**config.mk**
```make
export PLATFORM = sky130hd
export DESIGN_NAME = fcf_queue
export DESIGN_NICKNAME = d
export VERILOG_FILES = /design/src/hdl/fcf_pkg.sv /design/src/hdl/fcf_queue.sv
export SDC_FILE = /design/constraint.sdc
export NUM_CORES = 1
export LEC_CHECK = 0
export BUFFER_PORTS_ARGS = -buffer_cell sky130_fd_sc_hd__buf_2
export CORE_MARGIN = 3
export CORE_UTILIZATION = 50
export DETAILED_ROUTE_END_ITERATION = 8
export PLACE_DENSITY_LB_ADDON = 0.08
export SLEW_MARGIN = 20
export SYNTH_ARGS = -nofsm -noshare
export SYNTH_HDL_FRONTEND = slang
export SYNTH_SLANG_ARGS = --single-unit
```
**constraint.sdc**
```tcl
create_clock -name clk -period 2.3 [get_ports clk]
set_input_delay 0.115 -clock clk [delete_from_list [all_inputs] [get_ports clk]]
set_output_delay 0.115 -clock clk [all_outputs]
set_load 0.03 [all_outputs]
```
**src/hdl/fcf_pkg.sv**
```systemverilog
// Shared constants, types and state codes of the FIR convolution filter.
`default_nettype none
package fcf_pkg;

	localparam int MAX_TAPS    = 1024;
	localparam int SAMPLE_BITS = 16;
	localparam int ADDR_W      = $clog2(MAX_TAPS);
	localparam int TAP_W       = ADDR_W + 1;
	localparam int FRAC_BITS   = SAMPLE_BITS - 1;
	localparam int PROD_W      = 2 * SAMPLE_BITS;
	localparam int ACC_W       = 48;
	localparam int QUEUE_DEPTH = 4;
	localparam int QPTR_W      = $clog2(QUEUE_DEPTH);

	localparam logic FUNC_COEF   = 1'b0;
	localparam logic FUNC_FILTER = 1'b1;

	typedef enum logic [1:0] {
		CMD_COEF,
		CMD_FILTER,
		CMD_PASS
	} cmd_kind_t;

	typedef struct packed {
		cmd_kind_t                      kind;
		logic [ADDR_W-1:0]              idx;
		logic signed [SAMPLE_BITS-1:0]  value;
	} cmd_t;

	typedef struct packed {
		logic             we;
		logic [TAP_W-1:0] taps;
	} cfg_t;

	typedef struct packed {
		logic clearing;
	} back_stat_t;

	typedef enum logic [2:0] {
		BK_CLEAR,
		BK_IDLE,
		BK_ISSUE,
		BK_DRAIN,
		BK_DONE
	} back_state_t;

endpackage
`default_nettype wire

```
**src/hdl/fcf_queue.sv**
```systemverilog
// Short command queue between the front end and the back end.
`default_nettype none
module fcf_queue (
	input  wire logic           clk,
	input  wire logic           arst_n,
	input  wire logic           push,
	input  wire fcf_pkg::cmd_t  push_data,
	output logic                full,
	input  wire logic           pop,
	output fcf_pkg::cmd_t       head,
	output logic                empty
);
	import fcf_pkg::*;

	cmd_t              slot_q [QUEUE_DEPTH];
	logic [QPTR_W-1:0] wr_ptr_q;
	logic [QPTR_W-1:0] rd_ptr_q;
	logic [QPTR_W:0]   count_q;

	assign full  = (count_q == (QPTR_W+1)'(QUEUE_DEPTH));
	assign empty = (count_q == '0);
	assign head  = slot_q[rd_ptr_q];

	always_ff @(posedge clk) begin
		if (push) begin
			slot_q[wr_ptr_q] <= push_data;
		end
	end

	always_ff @(posedge clk or negedge arst_n) begin
		if (!arst_n) begin
			wr_ptr_q <= '0;
			rd_ptr_q <= '0;
			count_q  <= '0;
		end else begin
			if (push) begin
				wr_ptr_q <= wr_ptr_q + 1'b1;
			end
			if (pop) begin
				rd_ptr_q <= rd_ptr_q + 1'b1;
			end
			case ({push, pop})
				2'b10:   count_q <= count_q + 1'b1;
				2'b01:   count_q <= count_q - 1'b1;
				default: count_q <= count_q;
			endcase
		end
	end

endmodule
`default_nettype wire

```
==> results.json <==
{
  "ioPinCount": 62,
  "grt_max_degree": 23,
  "yosys-top-cells-area": "edfxtp_1 (76%), mux4_2 (14%), dfrtp_1 (3.9%)",
  "gr-usage-all-layers_pct": 16.94,
  "diodes": 0,
  "synth_seq_cells": 119,
  "setup_viol": 0,
  "io_buffers": 61,
  "ys.flop_type": "edfxtp_1",
  "yosysTopAreaCell": "edfxtp_1",
  "gp_congestion": 0.6878,
  "async_reset_ff_share_pct": 5.882,
  "fin_crit_sh_pct": 92.50,
  "dp_slack_ps": 584.7,
  "grt_first_pass_wirelength_microns": 12230,
  "layout_commonest_cell": "edfxtp_1",
  "htree_levels": 4,
  "relSlewSlack_pct": 69.80,
  "critPathLaunchType": "register",
  "syn_to_final_growth_pct": 31.43,
  "clkLatencyLatePin_ps": 500,
  "grt_pass1_vias": 2331,
  "clk_pin_slew_ps": 60,
  "crit_fanout": 14,
  "rsz0062_at_grt": "no",
  "grt-ovfl-total": 0,
  "drc": 0,
  "routed_via_density": 5.267,
  "p_leak_nw": 2.126,
  "routed_wl_microns": 7579,
  "synth_nets": 221,
  "core-area_sq_um": 8423,
  "drtPass1Iterations": 4,
  "finalSetupTns_ps": 0,
  "final_antenna_net_count": 0,
  "syn_area_sq_um": 4439,
  "path_class": "register to output port",
  "dp_hpwl_microns": 4789,
  "fin_ws_ps": 172.4,
  "slew_viol_final": 0,
  "initial_core_util_pct": 52.70,
  "endpoint_kind": "output port",
  "chipWidth_microns": 100.2,
  "drive_above_1_share_pct": 42.36,
  "nets": 339,
  "cts_tree": "yes",
  "required_ps": 2180,
  "rows": 33,
  "synth_seq_area_share_pct": 79.71,
  "hold_viol": 0,
  "fp.dieArea_sq_um": 10050,
  "hold_path_class": "input pin to register",
  "drt_iter0_drc": 121,
  "ys_warn_count": 0,
  "outcome": "finished, final reports clean",
  "design_area_sq_um": 5834,
  "skew_ps": 4.000,
  "numCtsBuffers": 17,
  "clock_sinks": 119,
  "fin_crit_ps": 2128,
  "p_per_area_nw_per_um2": 1363,
  "cp.arrival_ps": 2010,
  "clock-root-buffer": "clkbuf_8",
  "place_area_sq_um": 4941,
  "die_y_microns": 100.2,
  "vdd_ir_drop_max_uv": 663.6,
  "vias": 2207,
  "synth_cells": 183,
  "clockBufferDepth": 2,
  "max_freq_mhz": 470.0,
  "wire_per_inst_microns": 18.09,
  "n_fill_cell": 572,
  "ys_types": 17,
  "mostFrequentLayoutCells": "edfxtp_1 (112), buf_2 (61), dlygate4sd3_1 (32)",
  "grt_antenna_before_repair": 0,
  "syn_avg_cell_area_sq_um": 24.26,
  "synth_edf_count": 112,
  "worstMarginPinSlew_ps": 453.1,
  "cap_viol_max_count": 0,
  "synth.top_cell.area_share_pct": 75.76
}
-- cell type report --
cell class | instances | area, sq um | share of cell area (%)
Sequential cell | 119 | 3542 | 60.71
Timing Repair Buffer | 105 | 740.7 | 12.70
Clock inverter | 14 | 152.6 | 2.616
Clock buffer | 18 | 417.9 | 7.163
Inverter | 6 | 22.52 | 0.3860
Multi-Input combinational cell | 52 | 827.0 | 14.18
Tap cell | 105 | 131.4 | 2.252
-- logic make-up after synthesis --
family / after synthesis / share of synthesized area, %
flops: 119 / 79.71
mux: 28 / 14.21
buf+inv: 12 / 1.663
simple gates: 10 / 1.155
xor+xnor: 6 / 1.184
fa+ha+maj: 6 / 1.860
compound gates: 2 / 0.2255
-- synthesized netlist by cell type, types with 2 or more instances --
library cell,count
nand2_1,3
o21ai_0,2
ha_1,5
mux4_2,28
buf_2,2
edfxtp_1,112
buf_6,3
xor2_1,4
and2_1,4
xnor2_1,2
inv_1,6
dfrtp_1,7
-- power breakdown --
group          leakage [nW]  internal, mW  switching (mW)
Clock                 0.268          1.55           0.915
Sequential             1.11          2.85           0.180
Combinational         0.748         0.990            1.47
Total                  2.13          5.39            2.56
-- critical path: stages, from the launching register on --
cell and delay [ps]:
dfrtp_4 570, buf_12 210, mux4_2 520, buf_2 190
-- metrics by stage --
stage	std cells	util [%]	hold WS (ps)	total power, mW
after floorplan	183	-	-180.6	4.838
after global placement	355	58.66	-44.42	5.510
after detailed placement	355	58.66	-44.14	5.547
after CTS	419	69.24	338.8	8.067
after global routing	419	69.27	347.2	8.337
final	419	69.27	366.7	7.953
-- state kept, by name, indices dropped and copies added (netlist names) --
signal / flops
slot_q: 112
count_q: 3
rd_ptr_q: 2
wr_ptr_q: 2
-- metal layers --
layer	vias to the layer above	track usage [%]	wire length, microns
met2	53	26.55	3879
met1	1145	21.60	3290
met3	14	5.907	274
li1	995	-	-
met4	0	7.461	134
met5	-	0	0
-- final timing paths --
check                         startpoint             to  slack [ps]  cells after the start
min in group asynchronous         arst_n     count_q[2]         560                      3
max in group asynchronous         arst_n    rd_ptr_q[0]        1470                      3
min reg2reg                   count_q[2]     count_q[2]         490                      1
min                        push_data[14]  slot_q[1][14]         370                      2
max                          rd_ptr_q[0]        head[9]         170                      3
max reg2reg                  wr_ptr_q[0]  slot_q[0][19]         670                      4
-- what timing repair did --
action	CTS	global route
hold endpoints to repair	123	0
hold buffers	32	0
endpoints found under the setup margin	0	9
gates resized for setup	0	1
setup buffers	0	0
Power figures use the tool's default switching activity.
