[config.mk]
export PLATFORM = sky130hd
export DESIGN_NAME = fcf_front
export DESIGN_NICKNAME = d
export VERILOG_FILES = /design/src/hdl/fcf_pkg.sv /design/src/hdl/fcf_front.sv
export SDC_FILE = /design/constraint.sdc
export NUM_CORES = 1
export LEC_CHECK = 0
export BUFFER_PORTS_ARGS = -buffer_cell sky130_fd_sc_hd__buf_2
export CAP_MARGIN = 10
export CORE_ASPECT_RATIO = 1.25
export CORE_UTILIZATION = 33
export DETAILED_ROUTE_END_ITERATION = 10
export GPL_ROUTABILITY_DRIVEN = 0
export PLACE_DENSITY = 0.83
export SLEW_MARGIN = 10
export SYNTH_ARGS = -nofsm -noshare
export SYNTH_HDL_FRONTEND = slang
export SYNTH_SLANG_ARGS = --single-unit
export TNS_END_PERCENT = 100
[constraint.sdc]
create_clock -name clk -period 2.5 [get_ports clk]
set_input_delay 0.375 -clock clk [delete_from_list [all_inputs] [get_ports clk]]
set_output_delay 0.375 -clock clk [all_outputs]
set_load 0.05 [all_outputs]
[src/hdl/fcf_pkg.sv]
// Shared constants, types and state codes of the FIR convolution filter.
`default_nettype none
package fcf_pkg;

	localparam int MAX_TAPS    = 1024;
	localparam int SAMPLE_BITS = 16;
	localparam int ADDR_W      = $clog2(MAX_TAPS);
	localparam int TAP_W       = ADDR_W + 1;
	localparam int FRAC_BITS   = SAMPLE_BITS - 1;
	localparam int PROD_W      = 2 * SAMPLE_BITS;
	localparam int ACC_W       = 48;
	localparam int QUEUE_DEPTH = 4;
	localparam int QPTR_W      = $clog2(QUEUE_DEPTH);

	localparam logic FUNC_COEF   = 1'b0;
	localparam logic FUNC_FILTER = 1'b1;

	typedef enum logic [1:0] {
		CMD_COEF,
		CMD_FILTER,
		CMD_PASS
	} cmd_kind_t;

	typedef struct packed {
		cmd_kind_t                      kind;
		logic [ADDR_W-1:0]              idx;
		logic signed [SAMPLE_BITS-1:0]  value;
	} cmd_t;

	typedef struct packed {
		logic             we;
		logic [TAP_W-1:0] taps;
	} cfg_t;

	typedef struct packed {
		logic clearing;
	} back_stat_t;

	typedef enum logic [2:0] {
		BK_CLEAR,
		BK_IDLE,
		BK_ISSUE,
		BK_DRAIN,
		BK_DONE
	} back_state_t;

endpackage
`default_nettype wire

[src/hdl/fcf_front.sv]
// Front end: accepts requests, holds the tap count and classifies each request.
`default_nettype none
module fcf_front (
	input  wire logic                        clk,
	input  wire logic                        arst_n,
	input  wire logic                        cfg_we,
	input  wire logic [fcf_pkg::TAP_W-1:0]   cfg_wdata,
	input  wire logic                        s_tvalid,
	output logic                             s_tready,
	input  wire logic [31:0]                 s_tdata,
	input  wire logic                        s_tuser,
	input  wire fcf_pkg::back_stat_t         stat,
	input  wire logic                        q_full,
	output logic                             q_push,
	output fcf_pkg::cmd_t                    q_data,
	output fcf_pkg::cfg_t                    cfg
);
	import fcf_pkg::*;

	logic [TAP_W-1:0] taps_q;
	logic [TAP_W-1:0] taps_clamped;

	// Clamp oversized tap counts to the history depth.
	assign taps_clamped = (cfg_wdata > TAP_W'(MAX_TAPS)) ? TAP_W'(MAX_TAPS) : cfg_wdata;

	always_ff @(posedge clk or negedge arst_n) begin
		if (!arst_n) begin
			taps_q <= '0;
		end else if (cfg_we) begin
			taps_q <= taps_clamped;
		end
	end

	assign cfg.we   = cfg_we;
	assign cfg.taps = taps_q;

	assign s_tready = !q_full && !stat.clearing;
	assign q_push   = s_tvalid && s_tready;

	always_comb begin
		q_data.idx   = s_tdata[ADDR_W-1:0];
		q_data.value = s_tdata[ADDR_W +: SAMPLE_BITS];
		if (s_tuser == FUNC_COEF) begin
			q_data.kind = CMD_COEF;
		end else if (taps_q == '0) begin
			q_data.kind = CMD_PASS;
		end else begin
			q_data.kind = CMD_FILTER;
		end
	end

endmodule
`default_nettype wire

==> impl_metrics.py, run 1 <==
metrics = {
    "synthesis": {
        "synth_area_leader_cell": "dfrtp_1",
        "synth_common_cells": "buf_4 (27), dfrtp_1 (11), inv_1 (11), nand3b_1 (10), o21ai_0 (10)",
        "synth_area_sq_um": 711,
        "syn_nets": 131,
        "yosysTopAreaCellShare_pct": 38.7,
        "yosys_most_used_dff": "dfrtp_1",
        "syn_avg_cell_area_sq_um": 8.77,
        "syn_inst": 81,
        "ys_types": 12,
        "ys_ff_latch": 11,
        "synth_edf_count": 0,
        "synth.most_common_cell": "buf_4",
        "yosysSeqAreaShare_pct": 38.7,
        "synth.top_cells.by_area": "dfrtp_1 (39%), buf_4 (29%), nand3b_1 (11%)",
        "yosysWarningCount": 0,
        "async_flop_share_pct": 100,
    },
    "clock_network": {
        "cts_root_buf": "clkbuf_4",
        "cts_buffer_depth": 2,
        "clk_latency_ns": 0.26,
        "cts.clk_slew.worst_paths_ns": 0.06,
        "cts_tree": "built",
        "post_cts_resized": 0,
        "cts_setup_buffers": 0,
        "cts.htree.levels": 1,
        "cts_sinks": 11,
        "numCtsBuffers": 3,
    },
    "drt": {
        "drt_iter0_drc": 24,
        "via_per_inst": 4.72,
        "vias": 514,
        "wl_per_cell_um": 13.5,
        "drtAntennaViolNets": 0,
        "drt_pre_antenna_iters": 7,
        "wl_um": 1470,
        "route.detailed.drc": 18,
    },
    "timing": {
        "finalCriticalPeriod_ns": 1.93,
        "final_max_slew_viol_count": 0,
        "fin_worst_skew_ns": 0,
        "tns_ns": 0,
        "finalHoldViolCount": 0,
        "relSlewSlack_pct": 77.9,
        "postLayoutSetupSlackWorst_ns": 0.574,
        "max_freq_ghz": 0.519,
        "tightestPinTransition_ns": 0.328,
        "period_share_pct": 77.1,
        "setup_viol": 0,
        "rsz0062_at_grt": "no",
    },
    "worst_setup_path": {
        "arrival_ns": 1.55,
        "crit_type": "flip-flop to output pin",
        "cp-start-kind": "flip-flop",
        "path_max_fanout": 3,
        "cp-end-kind": "output pin",
        "required_ns": 2.12,
    },
    "final_layout": {
        "nNetsFinal": 140,
        "areaGrowthSynthToFinish_pct": 1.58,
        "drive_gt1_share_pct": 41.6,
        "regMostFlops": "taps_q",
        "largest_reg_flops": 11,
        "top_regs": "taps_q x11",
        "antennaDiodeCount": 0,
        "nFillCells": 223,
    },
    "place": {
        "place_ws_ns": 0.830,
        "io_buffer_count": 33,
        "dp_hpwl_um": 1110,
    },
    "floorplanning": {
        "initial_core_util_pct": 35.5,
        "rows": 18,
        "pin_count": 92,
        "fp.dieH_um": 53.9,
        "core-area_sq_um": 2000,
        "die_x_um": 43.5,
        "dieArea_sq_um": 2340,
    },
    "power_and_ir_drop": {
        "vdd_drop_max_uv": 215,
        "power_density_nw_per_um2": 630,
        "total_power_mw": 0.455,
        "total_leakage_power_nw": 0.384,
    },
    "outcome": {
        "outcome": "finished, violations left",
        "violations": "DRC",
    },
    "grt": {
        "grt.overflow.total": 0,
        "antenna_found_initial": 0,
        "grt_pass1_wl_um": 2170,
        "grt_util_all_layers_pct": 12.9,
        "grt_pass1_vias": 506,
        "grt_max_degree": 23,
    },
    "job": {
        "max-cap-violations": 0,
    },
    "min_path": {
        "hold_path_class": "input port to flip-flop",
    },
}
-- per-layer routing --
metal	up-vias	GRT usage (%)	wire, um
li1	247	-	-
met5	-	0	0
met4	0	9.38	26
met1	226	12.9	511
met2	33	22.0	723
met3	8	4.70	213
-- cell usage in the layout (no fill, tap or decap) --
master / synthesis / routed
clkbuf_4: 0 / 3
dfrtp_1: 11 / 11
nor2_1: 3 / 3
nand3b_1: 10 / 10
dlygate4sd3_1: 0 / 1
and2_1: 2 / 2
clkbuf_1: 2 / 1
nor4_1: 2 / 2
nand4_1: 1 / 1
inv_1: 11 / 11
mux2_2: 1 / 1
o21ai_0: 10 / 10
buf_2: 1 / 33
-- worst max-delay path, cell delays in order, from the launching register on --
cell and delay, ns:
dfrtp_1 0.40, nor4_1 0.36, nand4_1 0.16, and2_1 0.18, buf_2 0.20
-- cell families after synthesis --
logic type | share of synthesized area (%)
flip-flops | 38.7
AO/OA/AOI/OAI | 7.04
buffers and inverters | 36.1
multiplexers | 1.58
AND/OR/NAND/NOR | 16.5
-- metrics by stage --
step                      utilization, %  area (sq um)  cells  hold slack (ns)
after global routing                36.0           722    109            0.351
final                               36.0           722    109            0.353
after detailed placement            34.2           686    104            0.254
after CTS                           36.0           722    109            0.343
after floorplan                        -           711     81           0.0794
after global placement              34.2           686    104            0.253
-- where the power goes --
group	switching (mW)	internal, mW	total (mW)
Clock	0.0568	0.0616	0.118
Combinational	0.0970	0.0362	0.133
Sequential	0.0113	0.192	0.204
Total	0.165	0.290	0.455
-- what timing repair did --
| item | in CTS | in global routing |
|---|---|---|
| endpoints found under the hold margin | 11 | 0 |
| hold buffers | 1 | 0 |
| setup endpoints to repair | 0 | 0 |
-- worst paths after layout --
kind                            cells past startpoint    endpoint    startpoint  slack, ns
min in group asynchronous                           2   taps_q[8]        arst_n       0.50
worst min register to register                      1  taps_q[10]    taps_q[10]       0.54
worst min-delay path                                3   taps_q[0]  cfg_wdata[0]       0.35
worst max register to register                      1  taps_q[10]    taps_q[10]       1.74
worst max-delay path                                4  q_data[26]     taps_q[1]       0.57
max in group asynchronous                           2   taps_q[1]        arst_n       1.80
-- final cells by class --
class	count	area (sq um)	area share, %
clock buffers	4	26.3	3.64
inverters	11	41.3	5.72
multi-input cells	29	179	24.8
flip-flops and latches	11	275	38.1
well taps	20	25.0	3.47
repair buffers	34	175	24.3
(Power assumes the default switching activity.)
==> inputs of run 2 (changes only) <==
--- a/config.mk
+++ b/config.mk
@@ -8,10 +8,10 @@
 export BUFFER_PORTS_ARGS = -buffer_cell sky130_fd_sc_hd__buf_2
 export CAP_MARGIN = 10
 export CORE_ASPECT_RATIO = 1.25
-export CORE_UTILIZATION = 33
+export CORE_UTILIZATION = 28
 export DETAILED_ROUTE_END_ITERATION = 10
 export GPL_ROUTABILITY_DRIVEN = 0
-export PLACE_DENSITY = 0.83
+export PLACE_DENSITY = 0.75
 export SLEW_MARGIN = 10
 export SYNTH_ARGS = -nofsm -noshare
 export SYNTH_HDL_FRONTEND = slang
==> constraint.sdc (replaced) <==
create_clock -name clk -period 1.6 [get_ports clk]
set_input_delay 0.24 -clock clk [delete_from_list [all_inputs] [get_ports clk]]
set_output_delay 0.24 -clock clk [all_outputs]
set_load 0.05 [all_outputs]
==> run 2 against run 1 <==
- the flow finishes with violations (setup timing)
- clock-buffer cell count unchanged
- sequential cell count unchanged
- power up 62%
- setup slack got worse by 0.64 ns
- die area grew 17%
- combinational power rose by 73%
- wire length decreased by 4.9%
- final cell count grew 16%
- cell area grew 12%
- non-clock buffer count grew 4
- critical path type unchanged
- critical endpoint unchanged
==> impl_metrics.py, run 2 (synthesized netlist as in run 1, its figures left out) <==
metrics = {
    "drt": {
        "route.detailed.drc": 0,
        "vias": 540,
        "drt_iter0_drc": 4,
        "wl_um": 1400,
        "drtAntennaViolNets": 0,
        "drt_pre_antenna_iters": 3,
        "via_per_inst": 4.29,
        "wl_per_cell_um": 11.1,
    },
    "grt": {
        "grt_pass1_vias": 485,
        "grt_pass1_wl_um": 2040,
        "grt.overflow.total": 0,
        "grt_max_degree": 22,
        "grt_util_all_layers_pct": 10.9,
        "antenna_found_initial": 0,
    },
    "final_layout": {
        "largest_reg_flops": 11,
        "seqCellArea_sq_um": 275,
        "nNetsFinal": 144,
        "antennaDiodeCount": 0,
        "drive_gt1_share_pct": 49.5,
        "final_area_sq_um": 810,
        "final_common_cell": "buf_2",
        "top_regs": "taps_q x11",
        "multiInputGateArea_sq_um": 208,
        "regMostFlops": "taps_q",
        "layout_common_cells": "buf_2 (31), inv_1 (11), dfrtp_1 (11)",
        "areaGrowthSynthToFinish_pct": 13.9,
        "nFillCells": 266,
    },
    "worst_setup_path": {
        "arrival_ns": 1.43,
        "r2r_slack_ns": 0.81,
        "endpoint": "q_data[26]",
        "cp-end-kind": "output pin",
        "crit_type": "flip-flop to output pin",
        "path_max_fanout": 2,
        "reg2regPathDepth": 3,
        "r2r_end": "taps_q[6]",
        "r2r_start": "taps_q[6]",
        "startpoint": "taps_q[7]",
        "cp-start-kind": "flip-flop",
        "required_ns": 1.36,
    },
    "clock_network": {
        "cts_tree": "built",
        "cts.htree.levels": 1,
        "numCtsBuffers": 3,
        "clk_latency_ns": 0.26,
        "cts_root_buf": "clkbuf_4",
        "cts_buffer_depth": 2,
        "cts_sinks": 11,
        "cts.clk_slew.worst_paths_ns": 0.07,
    },
    "min_path": {
        "hold_path_class": "input port to flip-flop",
    },
    "place": {
        "placed_area_sq_um": 714,
        "place_ws_ns": 0.0689,
        "dp_hpwl_um": 1060,
        "io_buffer_count": 33,
    },
    "timing": {
        "setup_viol": 2,
        "max_freq_ghz": 0.598,
        "tightestPinTransition_ns": 0.251,
        "finalCriticalPeriod_ns": 1.67,
        "rsz0062_at_grt": "yes",
        "final_max_slew_viol_count": 0,
        "relSlewSlack_pct": 83.3,
        "whs_ns": 0.214,
        "postLayoutSetupSlackWorst_ns": -0.0713,
        "tns_ns": -0.117,
        "finalHoldViolCount": 0,
        "period_share_pct": 104,
        "fin_worst_skew_ns": 0,
    },
    "power_and_ir_drop": {
        "total_leakage_power_nw": 0.413,
        "total_power_mw": 0.736,
        "power_density_nw_per_um2": 909,
        "vdd_drop_max_uv": 341,
    },
    "floorplanning": {
        "rows": 20,
        "pin_count": 92,
        "initial_core_util_pct": 29.3,
        "fp.dieH_um": 58.3,
        "core-area_sq_um": 2430,
        "dieArea_sq_um": 2740,
        "die_x_um": 47.1,
    },
    "outcome": {
        "outcome": "finished, violations left",
        "violations": "setup timing",
    },
    "job": {
        "max-cap-violations": 0,
    },
}
-- run 2: power breakdown --
part | internal, mW | switching, mW
logic | 0.0756 | 0.155
registers | 0.301 | 0.0211
clock network | 0.0963 | 0.0872
total | 0.472 | 0.263
-- run 2: worst min-delay path by stage --
stage,startpoint,to,slack (ns),depth (start not counted)
3_3_place_gp,arst_n,taps_q[2],0.12,1
5_1_grt,cfg_wdata[6],taps_q[6],0.22,3
6_report,cfg_wdata[8],taps_q[8],0.21,3
2_1_floorplan,arst_n,taps_q[0],-0.06,0
4_1_cts,cfg_wdata[7],taps_q[7],0.20,3
3_5_place_dp,arst_n,taps_q[8],0.12,1
-- run 2: what timing repair did --
action                                  CTS  global route
hold buffers                              1             0
endpoints found under the setup margin    2             2
hold endpoints to repair                 11             0
resized for setup                         6             2
pin swaps                                 4             1
buffers inserted                          2             1
-- run 2: layout make-up --
cell class | count | share of cell area (%)
Clock buffer | 4 | 3.25
Inverter | 11 | 5.10
Multi-Input combinational cell | 29 | 25.7
Sequential cell | 11 | 34.0
Tap cell | 33 | 5.10
Timing Repair Buffer | 38 | 26.9
-- run 2: routing by layer --
metal | GRT usage (%) | vias up | part of all wire (%)
li1 | - | 255 | -
met1 | 11.2 | 241 | 38
met2 | 16.9 | 30 | 46
met3 | 3.37 | 14 | 10
met4 | 10.2 | 0 | 5.8
met5 | 0 | - | 0
-- run 2: per-stage QoR --
step                      instances  util [%]
after floorplan                  81         -
after global routing            126      33.4
after detailed placement        118      29.4
final                           126      33.4
after CTS                       125      32.6
after global placement          118      29.4
-- run 2: worst max-delay path, stage by stage, from the launching register on --
cell	delay [ns]
dfrtp_1	0.39
nor4_2	0.30
nand4_1	0.17
and2_4	0.17
buf_6	0.14
